==> config.mk <==
export PLATFORM = sky130hd
export DESIGN_NAME = utf8_stream_decoder
export DESIGN_NICKNAME = d
export VERILOG_FILES = /design/src/rtl/core/utf8sd_pkg.sv /design/src/rtl/core/utf8sd_core.sv /design/src/rtl/core/utf8sd_out_buf.sv /design/src/rtl/core/utf8_stream_decoder.sv
export VERILOG_INCLUDE_DIRS = /design/src /design/src/rtl/core
export SDC_FILE = /design/constraint.sdc
export NUM_CORES = 1
export LEC_CHECK = 0
export BUFFER_PORTS_ARGS = -buffer_cell sky130_fd_sc_hd__buf_2
export CORE_ASPECT_RATIO = 0.6
export CORE_MARGIN = 4
export CORE_UTILIZATION = 50
export DETAILED_ROUTE_END_ITERATION = 8
export GPL_ROUTABILITY_DRIVEN = 0
export MAX_ROUTING_LAYER = met4
export PLACE_DENSITY = 0.72
export SLEW_MARGIN = 30
export SYNTH_ARGS = -nofsm -noshare
export SYNTH_HDL_FRONTEND = slang
export SYNTH_HIERARCHICAL = 1
export SYNTH_SLANG_ARGS = --single-unit
==> constraint.sdc <==
create_clock -name clk -period 9.15 [get_ports clk]
set_input_delay 0.4575 -clock clk [delete_from_list [all_inputs] [get_ports clk]]
set_output_delay 0.4575 -clock clk [all_outputs]
set_load 0.05 [all_outputs]
==> src/rtl/core/utf8_stream_decoder_macros.svh <==
// Assertion macros for the UTF-8 stream decoder.
`ifndef UTF8_STREAM_DECODER_MACROS_SVH
`define UTF8_STREAM_DECODER_MACROS_SVH

`ifndef SYNTH
`define UTF8SD_ASSERT(lbl, prop) \
  lbl: assert property (@(posedge clk) disable iff (!rst_n) (prop)) \
    else $error("utf8sd assertion failed");
`define UTF8SD_ASSERT_NEXT(lbl, pre, post) \
  lbl: assert property (@(posedge clk) disable iff (!rst_n) (pre) |=> (post)) \
    else $error("utf8sd assertion failed");
`else
`define UTF8SD_ASSERT(lbl, prop)
`define UTF8SD_ASSERT_NEXT(lbl, pre, post)
`endif

`endif

==> src/rtl/core/utf8sd_pkg.sv <==
package utf8sd_pkg;

  localparam int OFFSET_BITS_DEF = 32;

  localparam logic [7:0] ASCII_MIN   = 8'h01;
  localparam logic [7:0] ASCII_MAX   = 8'h7F;
  localparam logic [7:0] LEAD2_MIN   = 8'hC2;
  localparam logic [7:0] LEAD2_MAX   = 8'hDF;
  localparam logic [7:0] LEAD3_MAX   = 8'hEF;
  localparam logic [7:0] LEAD4_MAX   = 8'hF4;
  localparam logic [7:0] LEAD_E0     = 8'hE0;
  localparam logic [7:0] LEAD_ED     = 8'hED;
  localparam logic [7:0] LEAD_F0     = 8'hF0;
  localparam logic [7:0] LEAD_F4     = 8'hF4;
  localparam logic [7:0] LIMIT_A0    = 8'hA0;
  localparam logic [7:0] LIMIT_90    = 8'h90;
  localparam logic [7:0] CONT_MASK   = 8'hC0;
  localparam logic [7:0] CONT_TAG    = 8'h80;
  localparam logic [7:0] PAYLOAD_6   = 8'h3F;

  typedef enum logic [1:0] {
    ST_VALID     = 2'd0,
    ST_INVALID   = 2'd1,
    ST_TRUNCATED = 2'd2
  } status_t;

  typedef struct packed {
    logic [20:0] codepoint;
    logic [2:0]  char_width;
    status_t     status;
    logic [31:0] char_start_offset;
    logic [31:0] char_number;
    logic        final_result;
  } result_t;

endpackage

==> src/rtl/core/utf8sd_core.sv <==
module utf8sd_core #(
  parameter int OFFSET_BITS = utf8sd_pkg::OFFSET_BITS_DEF
) (
  input  logic                clk,
  input  logic                rst_n,
  input  logic                accept,
  input  logic [7:0]          data_byte,
  input  logic                end_of_text,
  output logic                res_valid,
  output utf8sd_pkg::result_t res
);
  import utf8sd_pkg::*;

  logic [7:0]             lead_value_r, lead_value_nxt;
  logic [20:0]            partial_point_r, partial_point_nxt;
  logic [2:0]             bytes_needed_r, bytes_needed_nxt;
  logic [2:0]             bytes_seen_r, bytes_seen_nxt;
  logic [OFFSET_BITS-1:0] byte_position_r, byte_position_nxt;
  logic [OFFSET_BITS-1:0] sequence_start_r, sequence_start_nxt;
  logic [31:0]            chars_done_r, chars_done_nxt;
  logic                   error_latched_r, error_latched_nxt;

  logic                   hit;
  logic                   cont_ok;
  logic [2:0]             seen_inc;
  logic [20:0]            shifted_point;

  assign seen_inc      = bytes_seen_r + 3'd1;
  assign shifted_point = {partial_point_r[14:0], data_byte[5:0] & PAYLOAD_6[5:0]};

  always_comb begin
    cont_ok = (data_byte & CONT_MASK) == CONT_TAG;
    if (bytes_seen_r == 3'd1) begin
      if (lead_value_r == LEAD_E0 && data_byte < LIMIT_A0) cont_ok = 1'b0;
      if (lead_value_r == LEAD_ED && data_byte >= LIMIT_A0) cont_ok = 1'b0;
      if (lead_value_r == LEAD_F0 && data_byte < LIMIT_90) cont_ok = 1'b0;
      if (lead_value_r == LEAD_F4 && data_byte >= LIMIT_90) cont_ok = 1'b0;
    end
  end

  always_comb begin
    lead_value_nxt     = lead_value_r;
    partial_point_nxt  = partial_point_r;
    bytes_needed_nxt   = bytes_needed_r;
    bytes_seen_nxt     = bytes_seen_r;
    byte_position_nxt  = byte_position_r + OFFSET_BITS'(1);
    sequence_start_nxt = sequence_start_r;
    chars_done_nxt     = chars_done_r;
    error_latched_nxt  = error_latched_r;
    hit                = 1'b0;
    res.codepoint         = '0;
    res.char_width        = '0;
    res.status            = ST_INVALID;
    res.char_start_offset = 32'(byte_position_r);
    res.char_number       = chars_done_r;
    res.final_result      = end_of_text;

    if (error_latched_r) begin
      hit = 1'b0;
    end else if (bytes_needed_r == 3'd0) begin
      if (data_byte >= ASCII_MIN && data_byte <= ASCII_MAX) begin
        hit            = 1'b1;
        res.codepoint  = {13'd0, data_byte};
        res.char_width = 3'd1;
        res.status     = ST_VALID;
        chars_done_nxt = chars_done_r + 32'd1;
      end else if (data_byte >= LEAD2_MIN && data_byte <= LEAD4_MAX) begin
        lead_value_nxt     = data_byte;
        bytes_seen_nxt     = 3'd1;
        sequence_start_nxt = byte_position_r;
        if (data_byte <= LEAD2_MAX) begin
          bytes_needed_nxt  = 3'd2;
          partial_point_nxt = {16'd0, data_byte[4:0]};
        end else if (data_byte <= LEAD3_MAX) begin
          bytes_needed_nxt  = 3'd3;
          partial_point_nxt = {17'd0, data_byte[3:0]};
        end else begin
          bytes_needed_nxt  = 3'd4;
          partial_point_nxt = {18'd0, data_byte[2:0]};
        end
        if (end_of_text) begin
          hit               = 1'b1;
          res.status        = ST_TRUNCATED;
          error_latched_nxt = 1'b1;
        end
      end else begin
        hit               = 1'b1;
        res.status        = ST_INVALID;
        error_latched_nxt = 1'b1;
      end
    end else begin
      res.char_start_offset = 32'(sequence_start_r);
      if (!cont_ok) begin
        hit               = 1'b1;
        res.status        = ST_INVALID;
        error_latched_nxt = 1'b1;
        bytes_needed_nxt  = '0;
        bytes_seen_nxt    = '0;
        partial_point_nxt = '0;
        lead_value_nxt    = '0;
      end else begin
        partial_point_nxt = shifted_point;
        bytes_seen_nxt    = seen_inc;
        if (seen_inc >= bytes_needed_r) begin
          hit               = 1'b1;
          res.codepoint     = shifted_point;
          res.char_width    = bytes_needed_r;
          res.status        = ST_VALID;
          chars_done_nxt    = chars_done_r + 32'd1;
          bytes_needed_nxt  = '0;
          bytes_seen_nxt    = '0;
          partial_point_nxt = '0;
          lead_value_nxt    = '0;
        end else if (end_of_text) begin
          hit               = 1'b1;
          res.status        = ST_TRUNCATED;
          error_latched_nxt = 1'b1;
        end
      end
    end

    if (end_of_text) begin
      lead_value_nxt     = '0;
      partial_point_nxt  = '0;
      bytes_needed_nxt   = '0;
      bytes_seen_nxt     = '0;
      byte_position_nxt  = '0;
      sequence_start_nxt = '0;
      chars_done_nxt     = '0;
      error_latched_nxt  = 1'b0;
    end
  end

  assign res_valid = accept & hit;

  always_ff @(posedge clk) begin
    if (!rst_n) begin
      lead_value_r     <= '0;
      partial_point_r  <= '0;
      bytes_needed_r   <= '0;
      bytes_seen_r     <= '0;
      byte_position_r  <= '0;
      sequence_start_r <= '0;
      chars_done_r     <= '0;
      error_latched_r  <= 1'b0;
    end else if (accept) begin
      lead_value_r     <= lead_value_nxt;
      partial_point_r  <= partial_point_nxt;
      bytes_needed_r   <= bytes_needed_nxt;
      bytes_seen_r     <= bytes_seen_nxt;
      byte_position_r  <= byte_position_nxt;
      sequence_start_r <= sequence_start_nxt;
      chars_done_r     <= chars_done_nxt;
      error_latched_r  <= error_latched_nxt;
    end
  end

`include "utf8_stream_decoder_macros.svh"

  `UTF8SD_ASSERT(a_latch_closes_seq, !error_latched_r || bytes_needed_r == 3'd0)
  `UTF8SD_ASSERT(a_seen_in_range, bytes_needed_r == 3'd0 ||
                 (bytes_seen_r != 3'd0 && bytes_seen_r < bytes_needed_r))
  `UTF8SD_ASSERT_NEXT(a_final_clears, accept && end_of_text,
                      byte_position_r == '0 && !error_latched_r && chars_done_r == 32'd0)

endmodule

==> src/rtl/core/utf8sd_out_buf.sv <==
module utf8sd_out_buf (
  input  logic                clk,
  input  logic                rst_n,
  input  logic                res_valid,
  input  utf8sd_pkg::result_t res,
  output logic                in_ready,
  output logic                out_valid,
  input  logic                out_ready,
  output utf8sd_pkg::result_t out_res
);
  import utf8sd_pkg::*;

  logic    out_valid_r;
  logic    skid_valid_r;
  result_t out_q_r;
  result_t skid_q_r;
  logic    pop;

  assign pop       = out_valid_r & out_ready;
  assign in_ready  = ~skid_valid_r;
  assign out_valid = out_valid_r;
  assign out_res   = out_q_r;

  always_ff @(posedge clk) begin
    if (!rst_n) begin
      out_valid_r  <= 1'b0;
      skid_valid_r <= 1'b0;
    end else if (!out_valid_r || pop) begin
      if (skid_valid_r) begin
        out_valid_r  <= 1'b1;
        skid_valid_r <= 1'b0;
      end else begin
        out_valid_r <= res_valid;
      end
    end else if (res_valid) begin
      skid_valid_r <= 1'b1;
    end
  end

  always_ff @(posedge clk) begin
    if (!out_valid_r || pop) begin
      if (skid_valid_r) begin
        out_q_r <= skid_q_r;
      end else if (res_valid) begin
        out_q_r <= res;
      end
    end else if (res_valid) begin
      skid_q_r <= res;
    end
  end

`include "utf8_stream_decoder_macros.svh"

  `UTF8SD_ASSERT(a_skid_behind_out, !skid_valid_r || out_valid_r)
  `UTF8SD_ASSERT(a_no_push_when_full, !(res_valid && skid_valid_r))
  `UTF8SD_ASSERT_NEXT(a_stall_fills_skid, res_valid && out_valid_r && !out_ready, skid_valid_r && out_valid_r)

endmodule

==> src/rtl/core/utf8_stream_decoder.sv <==
// Results are registered in the output stage before they show on the out_ ports.
// Throughput: one byte per cycle; a two-entry output stage keeps in_ready high
// unless two results are held while the sink stalls.
// Reset: synchronous, active low rst_n clears decode state, offsets, counters
// and the output stage. The final byte of a buffer also returns state to reset.
module utf8_stream_decoder #(
  parameter int OFFSET_BITS = utf8sd_pkg::OFFSET_BITS_DEF
) (
  input  logic        clk,
  input  logic        rst_n,
  input  logic        in_valid,
  output logic        in_ready,
  input  logic [7:0]  in_data_byte,
  input  logic        in_end_of_text,
  output logic        out_valid,
  input  logic        out_ready,
  output logic [20:0] out_codepoint,
  output logic [2:0]  out_char_width,
  output logic [1:0]  out_status,
  output logic [31:0] out_char_start_offset,
  output logic [31:0] out_char_number,
  output logic        out_final_result
);
  import utf8sd_pkg::*;

  logic    accept;
  logic    res_valid;
  result_t res;
  result_t out_res;

  assign accept = in_valid & in_ready;

  utf8sd_core #(
    .OFFSET_BITS(OFFSET_BITS)
  ) u_core (
    .clk        (clk),
    .rst_n      (rst_n),
    .accept     (accept),
    .data_byte  (in_data_byte),
    .end_of_text(in_end_of_text),
    .res_valid  (res_valid),
    .res        (res)
  );

  utf8sd_out_buf u_out_buf (
    .clk      (clk),
    .rst_n    (rst_n),
    .res_valid(res_valid),
    .res      (res),
    .in_ready (in_ready),
    .out_valid(out_valid),
    .out_ready(out_ready),
    .out_res  (out_res)
  );

  assign out_codepoint         = out_res.codepoint;
  assign out_char_width        = out_res.char_width;
  assign out_status            = out_res.status;
  assign out_char_start_offset = out_res.char_start_offset;
  assign out_char_number       = out_res.char_number;
  assign out_final_result      = out_res.final_result;

endmodule
# Yosys cells after proc, flatten, opt, wreduce, memory -nomap -nowiden
# Cells that the tools add are included.
# totals
regBits	310
in_bits	13
elab_cells	151
# op_classes
addsub	3
order_cmp	11
eq_ne	12
n_mux	76
bitwise_logic	6
reduce_logical	21
# ops
op	n
32-bit two-way mux	13
91-bit two-way mux	2
15-bit two-way mux	7
32-bit by 1-bit adder with 32-bit output, second input constant	2
58-bit two-way mux	1
8-bit two-way mux	7
24-bit two-way mux	2
3-bit two-way mux	16
8-bit equality test, second input constant	4
26-bit two-way mux	1
8-bit greater-or-equal comparator, second input constant	3
8-bit less-or-equal comparator, second input constant	3
1-bit two-way mux	19
8-bit < comparator, second input constant	2
5-bit AND reduction	3
11-bit two-way mux	1
2-bit two-way mux	5
3-bit inequality test, second input constant	3
8-bit by 1-bit greater-or-equal comparator with 1-bit output, second input constant	1
8-bit by 7-bit less-or-equal comparator with 1-bit output, second input constant	1
1-bit logical AND	6
2-bit nonzero test	3
3-bit nonzero test	2
5-bit two-way mux	1
other kinds (15)	21

# Depth between registers and ports, before layout
# Gate-level depths: netlist of the first run.
# logic_depth
depth_word	13
mapped_depth	12
depth_no_buf	12

# By module
# The synthesis of the first run kept the hierarchy.
# by_module_without_submodules
mod	instances	cells_per_inst	area_per_inst_um2	seq_area_each_um2
utf8sd_out_buf	1	292	6661.4	5505.3
utf8sd_core	1	636	5835.6	2522.4
utf8_stream_decoder	1	1	6.3	0.0

# Worst setup path after synthesis of the first run
# Ideal clock, no wire load.
# synth_timing
kind	input to register
start	input in_data_byte[5]
end	register u_out_buf.out_q_r (netlist bit u_out_buf/out_res[0]) (enable)
t_arrival_ns	5.825
setup_slack_ns	2.784
stages	9
path_buffers	1
cell_sequence	buf_6 > or4_4 > o21bai_1 > a21o_1 > a2bb2oi_1 > nor2_1 > nor3_1 > nor2_1 > nor2_1
# synth_between
elab_chain_len	13
# synth_rtl
element	line	text
start, declared	utf8_stream_decoder.sv:13	input logic [7:0] in_data_byte,
8-bit < comparator	utf8sd_core.sv:34	if (lead_value_r == LEAD_E0 && data_byte < LIMIT_A0) cont_ok = 1'b0;
1-bit logical AND	utf8sd_core.sv:34	
1-bit two-way mux	utf8sd_core.sv:34	
1-bit two-way mux	utf8sd_core.sv:35	if (lead_value_r == LEAD_ED && data_byte >= LIMIT_A0) cont_ok = 1'b0;
1-bit two-way mux	utf8sd_core.sv:36	if (lead_value_r == LEAD_F0 && data_byte < LIMIT_90) cont_ok = 1'b0;
1-bit two-way mux	utf8sd_core.sv:37	if (lead_value_r == LEAD_F4 && data_byte >= LIMIT_90) cont_ok = 1'b0;
1-bit two-way mux	utf8sd_core.sv:33	if (bytes_seen_r == 3'd1) begin
1-bit two-way mux	utf8sd_core.sv:93	if (!cont_ok) begin
1-bit two-way mux (*)	utf8sd_core.sv:60	end else if (bytes_needed_r == 3'd0) begin
1-bit two-way mux (*)	utf8sd_core.sv:58	if (error_latched_r) begin
1-bit bitwise AND (*)	utf8sd_core.sv:134	assign res_valid = accept & hit;
net res_valid	utf8_stream_decoder.sv:27	logic res_valid;
2-bit nonzero test (no line) (*)	n/a	
2-bit AND reduction (no line) (*)	n/a	
end signal, assigned	utf8sd_out_buf.sv:43	out_q_r <= skid_q_r;
end signal, assigned	utf8sd_out_buf.sv:45	out_q_r <= res;
end, declared	utf8sd_out_buf.sv:15	result_t out_q_r;
# Mark *: on every way through the listed nets, which the timed path passes. The rest lies on a longest branch.
# A chain may end at the register's enable or synchronous reset.

# Final worst setup path of the first run
# layout_timing
start	register u_core.bytes_seen_r[0]
end	register u_out_buf/skid_q_r[52] (netlist name) (enable)
# layout_between
elab_chain_len	8
# layout_rtl
element	line	text
start, declared	utf8sd_core.sv:17	logic [2:0] bytes_seen_r, bytes_seen_nxt;
start signal, assigned	utf8sd_core.sv:150	bytes_seen_r <= bytes_seen_nxt;
3-bit by 1-bit adder with 3-bit output	utf8sd_core.sv:28	assign seen_inc = bytes_seen_r + 3'd1;
3-bit greater-or-equal comparator	utf8sd_core.sv:104	if (seen_inc >= bytes_needed_r) begin
1-bit two-way mux	utf8sd_core.sv:104	
1-bit two-way mux (*)	utf8sd_core.sv:93	
1-bit two-way mux (*)	utf8sd_core.sv:60	
1-bit two-way mux (*)	utf8sd_core.sv:58	
1-bit bitwise AND (*)	utf8sd_core.sv:134	
net res_valid	utf8_stream_decoder.sv:27	
2-bit AND reduction (no line) (*)	n/a	
end signal, assigned	utf8sd_out_buf.sv:48	skid_q_r <= res;
end, declared	utf8sd_out_buf.sv:16	result_t skid_q_r;
# Marks and branches as above.

==> impl_results.md, run 1 <==
* Run status: finished, final reports clean
* Slew @ Worst Pin at 916.4 ps
* Die W at 212.2 µm
* Via density at 5.731
* Cts hold-fix bufs at 0
* Routed Antenna Nets at 0
* Vias at 7,868
* Clock sink count at 310
* Clock slew seen by the registers of the worst setup and hold paths at 70 ps
* DRC viols at 0
* Die height at 130.5 µm
* Flop pwr share at 51.7%
* Die area at 27,680 µm²
* Fin nets at 1,049
* Sw Pwr at 0.0007114 W
* Final Util at 58.56%
* Rows at 44
* Synth top cells by count: edfxtp_1 (182), dfxtp_1 (128), mux2_2 (61), mux2_1 (58), a22o_1 (54)
* CTS tree: yes
* Final setup violation count at 0
* Largest stage delay, worst path at 730 ps
* CTS H-tree depth at 1
* Starting Density at 51.27%
* Diodes inserted at 0
* Largest net degree at the start of global routing at 52
* Worst-path cell chain: ha_1 > xor2_1 > ha_1 > nand2_1 > o21ai_1 > nor3_1 > a2bb2oi_1 > nor2_1 > nor3_1 > and2_4 > buf_4
* Syn-to-layout area delta at 14.23%
* Yosys warnings at 6
* Gr ovfl total at 0
* Register-to-register path setup slack at 5080 ps
* Share of the synthesized area in the top cell type at 43.71%
* Tot GR Track Use at 18.85%
* CTS root buf: clkbuf_16
* Worst path top cell family by delay: simple AND/OR/NAND/NOR gates
* Worst Setup Path Type: reg -> reg
* Top fanout value on the critical path at 51
* Post-cts sizing count at 0
* Synth area leaders: edfxtp_1 (44%), dfxtp_1 (20%), mux2_2 (5.5%), mux2_1 (5.2%), a22o_1 (3.8%)
* Min-delay worst type: in -> reg
* Setup WS post-layout at 5080 ps
* Non-Filler Instances at 1,373
* Setup repair after global routing missed its margin: no
* Final period util at 44.48%
* Clk Latency, worst-skew pair at 550 ps
* CP Data Arrival Time at 4250 ps
* Comb power frac at 8.1%
* Setup Buffers After CTS at 0
* Post-DP HPWL at 16.20 mm
* DR iter-0 viols at 656
* Leading area contributor after synthesis: edfxtp_1
* Endpoints failing hold at 0
* First-pass GRT wire length at 41.08 mm
* Synth Area in XOR/XNOR at 2.172%
* CTS Buf Count at 28
* Post-synth ARST share at 0%
* P_int at 0.002269 W
* Post-synth cell types at 56
* Switching part of the total at 23.87%
* Fmax at 245.7 MHz
* Vias in the first global route at 7,653
* Slew HR at 38.63%
* Critical-path top delay cell: buf_4
* CP bufs+invs at 1
* Minimum hold slack at 188.7 ps
* Avg WL per Cell at 18.63 µm
* Clock Power Share at 40.2%
* Clk_skew at 12.79 ps
* EDFF count, synth at 182
* Startpoint type of the worst setup path: flop
* # placed instances at 1,321
* Place WS at 5037 ps
* Final Slew Violations at 0
* Clock Path Buffers at 3
* Leak pwr at 5.235 nW
* Critical path required time at 9330 ps
* Layout cells sized above 1 at 22.74%
* Register area share after synthesis at 64.20%
* Worst VDD drop at 0.1713 mV
* Synth Area in Simple Gates at 10.45%
* I/O pin total at 106
* Largest family of logic cells by synthesized area: multiplexers
* Adder-Cell Fraction of Synth Area at 0.7005%
* Syn Inst Count at 929
* Post-synthesis register bit count at 310
* Post-synth top flop: edfxtp_1
* Syn Nets at 949
* Initial antenna violation count at 0
* Post-Syn Area per Cell at 13.46 µm²
* 1st-pass router iterations at 5
* Mux cell area share after synthesis at 10.80%
* Minimum clock period at 4070 ps
* Compound-Gate Fraction of Synth Area at 9.016%
* Netlist Area Pre-Place at 12,500 µm²
* Core ar. at 24,390 µm²
* Sum Neg Setup Slack at 0 ps
* Power per cell area at 208.7 nW/µm²
* Max Cap Viol at 0
* CP Capture Type: flop
* Most numerous cell in the Yosys netlist: edfxtp_1
* I/O Buffers at 105
* Final WL at 25.59 mm
final cells by class:
cell class	instances	area (µm²)
Timing Repair Buffer	116	648.1
Sequential cell	310	8031
Clock inverter	13	138.9
Multi-Input combinational cell	556	4194
Inverter	17	63.81
Fill cell	1960	10110
Tap cell	322	402.9
Clock buffer	39	803.3
metrics by stage:
stage,instance area [µm²],total power (W)
after global routing,14280,0.003076
after floorplan,12500,0.001753
after global placement,13270,0.001805
after detailed placement,13330,0.001813
final,14280,0.002981
after CTS,14280,0.003005
layer usage:
metal  up-vias  global-route usage [%]  share of wire, %
met5         -                       -                 0
met4         0                   3.543               1.7
met3        35                   4.104               6.1
met2       213                   26.58                42
met1      3898                   28.35                51
li1       3722                       -                 -
logic make-up (layout without fill, tap and decap cells):
kind of cell | Yosys count | after routing
and+or+nand+nor | 239 | 239
muxes | 120 | 120
adders and majority gates | 7 | 7
AOI/OAI and AO/OA | 159 | 159
buffers and inverters | 63 | 185
DFF | 310 | 310
xor gates and xnor gates | 31 | 31
state kept, by name, indices dropped and copies added (netlist names):
signal and count:
u_core/error_latched_r 1, u_core/bytes_seen_r 3, u_core/lead_value_r 8, u_core/chars_done_r 32, u_out_buf/out_res 91, u_out_buf/skid_q_r 91
u_core/bytes_needed_r 3, u_out_buf/skid_valid_r 1, u_out_buf/out_valid 1, u_core/partial_point_r 15, u_core/sequence_start_r 32, u_core/byte_position_r 32
placed cells by master (no fill, tap or decap), types with 17 or more instances in the layout:
cell | synthesis | final
o21ai_0 | 31 | 31
a22o_1 | 54 | 54
nor3_1 | 18 | 17
nand4_1 | 24 | 24
clkbuf_16 | 0 | 29
or3_1 | 25 | 25
mux2_2 | 61 | 61
buf_2 | 4 | 105
mux2_1 | 58 | 58
dfxtp_1 | 128 | 127
a21oi_1 | 33 | 33
nand2_1 | 30 | 29
xor2_1 | 22 | 22
edfxtp_1 | 182 | 182
nand3_1 | 26 | 26
inv_1 | 17 | 17
nor2_1 | 49 | 47
and2_1 | 20 | 19
power groups by stage:
| stage | logic [W] | registers [W] | clock network, W |
|---|---|---|---|
| finish | 0.000243 | 0.00154 | 0.00120 |
| global route | 0.000256 | 0.00154 | 0.00128 |
| CTS | 0.000244 | 0.00154 | 0.00122 |
| detailed placement | 0.000243 | 0.00157 | 0 |
| global placement | 0.000235 | 0.00157 | 0 |
| floorplan | 0.0000723 | 0.00168 | 0 |
final timing paths:
path | startpoint | end | cells past startpoint
worst min-delay path | in_data_byte[2] | u_core/partial_point_r[2] | 2
worst max register to register | u_core/bytes_seen_r[0] | u_out_buf/skid_q_r[52] | 11
worst min register to register | u_core/partial_point_r[10] | u_core/partial_point_r[10] | 1
worst max-delay path | u_core/bytes_seen_r[0] | u_out_buf/skid_q_r[52] | 11
Power figures use the tool's default switching activity.
==> run 2: changes to the inputs <==
--- a/config.mk
+++ b/config.mk
@@ -13,7 +13,7 @@
 export DETAILED_ROUTE_END_ITERATION = 8
 export GPL_ROUTABILITY_DRIVEN = 0
 export MAX_ROUTING_LAYER = met4
-export PLACE_DENSITY = 0.72
+export PLACE_DENSITY = 0.74
 export SLEW_MARGIN = 30
 export SYNTH_ARGS = -nofsm -noshare
 export SYNTH_HDL_FRONTEND = slang
==> constraint.sdc (replaced) <==
create_clock -name clk -period 3.5 [get_ports clk]
set_input_delay 0.175 -clock clk [delete_from_list [all_inputs] [get_ports clk]]
set_output_delay 0.175 -clock clk [all_outputs]
set_load 0.05 [all_outputs]
==> impl_results.md, run 2 (same netlist as run 1, synthesis figures left out) <==
* Post-DP HPWL at 16.21 mm
* Worst VDD drop at 0.3375 mV
* Final Slew Violations at 0
* CTS root buf: clkbuf_16
* Flop pwr share at 53.4%
* Clock slew seen by the registers of the worst setup and hold paths at 60 ps
* Minimum clock period at 2870 ps
* Clk_skew at 18.02 ps
* Final setup violation count at 0
* Gr ovfl total at 0
* Commonest non-fill, non-tap cell in the layout: edfxtp_1
* Syn-to-layout area delta at 14.63%
* Leak pwr at 5.235 nW
* First-pass GRT wire length at 41.08 mm
* Comb power frac at 8.6%
* Final period util at 82.01%
* Worst setup startpoint: in_data_byte[5]
* Most frequent cells in the layout: edfxtp_1 (182), dfxtp_1 (125), buf_2 (105)
* Worst r2r src: u_core/bytes_seen_r[1]
* Via density at 5.730
* Fmax at 348.4 MHz
* Max Cap Viol at 0
* Switching part of the total at 24.50%
* CTS Buf Count at 28
* Worst Setup Path Type: in -> reg
* Sw Pwr at 0.001842 W
* Core ar. at 24,390 µm²
* Clock Power Share at 38.0%
* RR Endpoint: u_out_buf/skid_q_r[47]
* DR iter-0 viols at 725
* Die area at 27,680 µm²
* Starting Density at 51.27%
* Layout cells sized above 1 at 23.26%
* Power per cell area at 524.6 nW/µm²
* DRC viols at 0
* Critical path required time at 3690 ps
* Vias in the first global route at 7,534
* Setup repair after global routing missed its margin: no
* Fin nets at 1,064
* Avg WL per Cell at 18.18 µm
* Run status: finished, final reports clean
* Reg2Reg Depth at 12
* Non-Filler Instances at 1,388
* Largest net degree at the start of global routing at 64
* 1st-pass router iterations at 5
* Vias at 7,953
* I/O Buffers at 105
* Clock sink count at 310
* Endpoints failing hold at 0
* Slew HR at 45.30%
* Die height at 130.5 µm
* Startpoint type of the worst setup path: input pin
* Final WL at 25.23 mm
* Clock Path Buffers at 3
* Critical-path top delay cell: or4_4
* Rows at 44
* Diodes inserted at 0
* Place WS at 688.9 ps
* CP Capture Type: flop
* Top fanout value on the critical path at 63
* CTS tree: yes
* Setup WS post-layout at 629.7 ps
* Post-cts sizing count at 0
* P_int at 0.005677 W
* Clk Latency, worst-skew pair at 540 ps
* Routed Antenna Nets at 0
* Min-delay worst type: in -> reg
* Tot GR Track Use at 18.69%
* Register-to-register path setup slack at 640 ps
* Cts hold-fix bufs at 8
* Die W at 212.2 µm
* Crit path to: u_out_buf/skid_q_r[47]
* CP Data Arrival Time at 3060 ps
* Setup Buffers After CTS at 0
* Initial antenna violation count at 0
* I/O pin total at 106
* CTS H-tree depth at 1
* Worst-path cell chain: dlygate4sd3_1 > buf_2 > or4_4 > o21bai_1 > a21o_1 > a2bb2oi_2 > nor2_1 > nor3_2 > and2_4 > buf_12
* Slew @ Worst Pin at 816.8 ps
* # placed instances at 1,328
* Minimum hold slack at 39.63 ps
* Largest stage delay, worst path at 550 ps
## run 2: critical path, delay by kind of cell
| family | cells | cell delay, ps |
|---|---|---|
| simple gates | 4 | 1080 |
| compound gates | 3 | 710 |
| buf+inv | 3 | 1020 |
## run 2: worst min path at each step
stage,from,endpoint,slack [ps],cells after the start
5_1_grt,out_ready,u_out_buf/skid_valid_r,30,3
2_1_floorplan,in_data_byte[0],u_core/partial_point_r[0],300,1
3_5_place_dp,u_core/partial_point_r[12],u_core/partial_point_r[12],460,1
4_1_cts,in_data_byte[6],u_core/bytes_needed_r[1],10,3
3_3_place_gp,u_core/lead_value_r[7],u_core/lead_value_r[7],440,1
6_report,in_data_byte[6],u_core/bytes_needed_r[1],40,3
## run 2: layout make-up
| type | instances | area (µm²) |
|---|---|---|
| inverters | 17 | 67.56 |
| clock buffers | 38 | 738.2 |
| multi-input cells | 556 | 4204 |
| flip-flops and latches | 310 | 8034 |
| well taps | 322 | 402.9 |
| clock inverters | 14 | 107.6 |
| repair buffers | 131 | 778.2 |
| fillers | 1919 | 10060 |
## run 2: metrics by stage
stage | utilization (%) | power (W) | cell area, µm² | TNS (ps)
3_3_place_gp | 54.97 | 0.004732 | 13410 | 0
2_1_floorplan | - | 0.004576 | 12550 | -997.4
6_report | 58.77 | 0.007519 | 14330 | 0
3_5_place_dp | 54.97 | 0.004738 | 13410 | 0
4_1_cts | 58.77 | 0.007592 | 14330 | 0
5_1_grt | 58.77 | 0.007780 | 14330 | 0
## run 2: power groups by stage
stage,clock (W),sequential (W),combinational [W]
after floorplan,0,0.00438,0.000194
after global placement,0,0.00410,0.000636
after detailed placement,0,0.00410,0.000642
after CTS,0.00292,0.00402,0.000651
after global routing,0.00307,0.00403,0.000686
final,0.00285,0.00402,0.000648
## run 2: metal layers
| metal | GRT usage, % | vias to the layer above | part of all wire [%] |
|---|---|---|---|
| li1 | - | 3758 | - |
| met1 | 29.68 | 3926 | 53 |
| met2 | 25.04 | 238 | 39 |
| met3 | 3.317 | 31 | 6.1 |
| met4 | 3.581 | 0 | 1.4 |
| met5 | - | - | 0 |
==> run 3: changes to the inputs <==
==> constraint.sdc (replaced) <==
create_clock -name clk -period 2.4 [get_ports clk]
set_input_delay 0.12 -clock clk [delete_from_list [all_inputs] [get_ports clk]]
set_output_delay 0.12 -clock clk [all_outputs]
set_load 0.05 [all_outputs]
==> impl_results.md, run 3 (same netlist as run 1, synthesis figures left out) <==
* Via density at 5.806
* Final Slew Violations at 0
* Routed Antenna Nets at 0
* Setup WS post-layout at -339.0 ps
* Most frequent cells in the layout: edfxtp_1 (182), dfxtp_1 (125), buf_2 (106)
* Die area at 27,680 µm²
* Die W at 212.2 µm
* Max Cap Viol at 0
* DRC viols at 0
* Largest net degree at the start of global routing at 94
* Initial antenna violation count at 0
* CTS tree: yes
* Core ar. at 24,390 µm²
* Vias at 8,552
* Slew @ Worst Pin at 804.7 ps
* Power per cell area at 742.6 nW/µm²
* Top fanout value on the critical path at 8
* Clock sink count at 310
* Minimum clock period at 2739 ps
* Startpoint type of the worst setup path: flop
* Min-delay worst type: in -> reg
* Commonest non-fill, non-tap cell in the layout: edfxtp_1
* Die height at 130.5 µm
* Slew HR at 46.35%
* Fmax at 365.1 MHz
* Fin nets at 1,150
* Critical path required time at 2870 ps
* Worst Setup Path Type: reg -> reg
* Clk_skew at 19.54 ps
* Post-DP HPWL at 17.17 mm
* Non-Filler Instances at 1,473
* Vias in the first global route at 7,909
* # placed instances at 1,366
* Final setup violation count at 253
* CTS H-tree depth at 1
* Clk Latency, worst-skew pair at 540 ps
* Clock slew seen by the registers of the worst setup and hold paths at 70 ps
* Worst-path cell chain: ha_4 > xor2_2 > ha_4 > nand2_2 > o21ai_2 > buf_4 > buf_6 > a221o_2 > buf_6 > nand4_1 > or3_1 > a21oi_1
* Tot GR Track Use at 20.37%
* Worst VDD drop at 0.5602 mV
* 1st-pass router iterations at 5
* Final WL at 29.81 mm
* Starting Density at 51.27%
* Sum Neg Setup Slack at -45,710 ps
* Clock Path Buffers at 3
* Setup repair after global routing missed its margin: yes
* CP Data Arrival Time at 3210 ps
* Largest stage delay, worst path at 450 ps
* Endpoints failing hold at 0
* Final period util at 114.1%
* CTS root buf: clkbuf_16
* Rows at 44
* Critical-path top delay cell: or3_1
* Fillers at 1,724
* Syn-to-layout area delta at 27.13%
* Run status: complete, but fails checks
* Avg WL per Cell at 20.24 µm
* First-pass GRT wire length at 44.05 mm
* DR iter-0 viols at 859
* Failing checks: setup timing
* Worst path top cell family by delay: simple AND/OR/NAND/NOR gates
* Diodes inserted at 0
* CP Capture Type: flop
* I/O pin total at 106
* Layout cells sized above 1 at 33.62%
* CTS Buf Count at 27
* CP bufs+invs at 3
* I/O Buffers at 105
* Leak pwr at 5.964 nW
* Gr ovfl total at 0
## run 3: cell type report
type                            instances  area (µm²)  area share, %
Sequential cell                       310        8039          50.57
Timing Repair Buffer                  216        1939          12.20
Clock buffer                           38       809.5          5.093
Tap cell                              322       402.9          2.535
Inverter                               17       67.56         0.4251
Multi-Input combinational cell        558        4467          28.10
Clock inverter                         12       170.2          1.071
## run 3: per-stage QoR
step	hold slack (ps)	total power (W)	worst slack [ps]	utilization [%]	area, µm²
after floorplan	245.5	0.006677	-1111	-	12600
final	58.83	0.01180	-339.0	65.18	15900
after global placement	435.5	0.006958	-109.4	56.68	13820
after detailed placement	428.8	0.006967	-217.6	56.68	13820
after CTS	38.79	0.01175	-174.8	62.52	15250
after global routing	44.40	0.01219	-441.6	65.18	15900
## run 3: worst paths after layout
path,start,endpoint,slack (ps),cells after the start
worst max register to register,u_core/bytes_seen_r[0],u_core/chars_done_r[28],-340,12
worst max-delay path,u_core/bytes_seen_r[0],u_core/chars_done_r[28],-340,12
worst min-delay path,in_data_byte[4],u_out_buf/skid_q_r[74],60,2
worst min register to register,u_core/lead_value_r[6],u_core/lead_value_r[6],470,1
## run 3: power breakdown
part / switching [W] / internal (W)
Clock: 0.00192 / 0.00279
Combinational: 0.000831 / 0.000400
Sequential: 0.0000595 / 0.00580
Total: 0.00281 / 0.00899
## run 3: per-layer routing
metal	track usage, %	wire length (µm)	up-vias
met3	3.746	1994	36
met5	-	0	-
met1	31.06	14700	4270
li1	-	-	3942
met4	3.695	522	0
met2	28.81	12590	304
## run 3: what timing repair did
action | in CTS | in global routing
gates resized for setup | 18 | 66
pin swaps | 4 | 19
cloned | 7 | 14
setup endpoints to repair | 233 | 259
hold buffers | 8 | 0
endpoints found under the hold margin | 15 | 0
setup buffers | 15 | 13
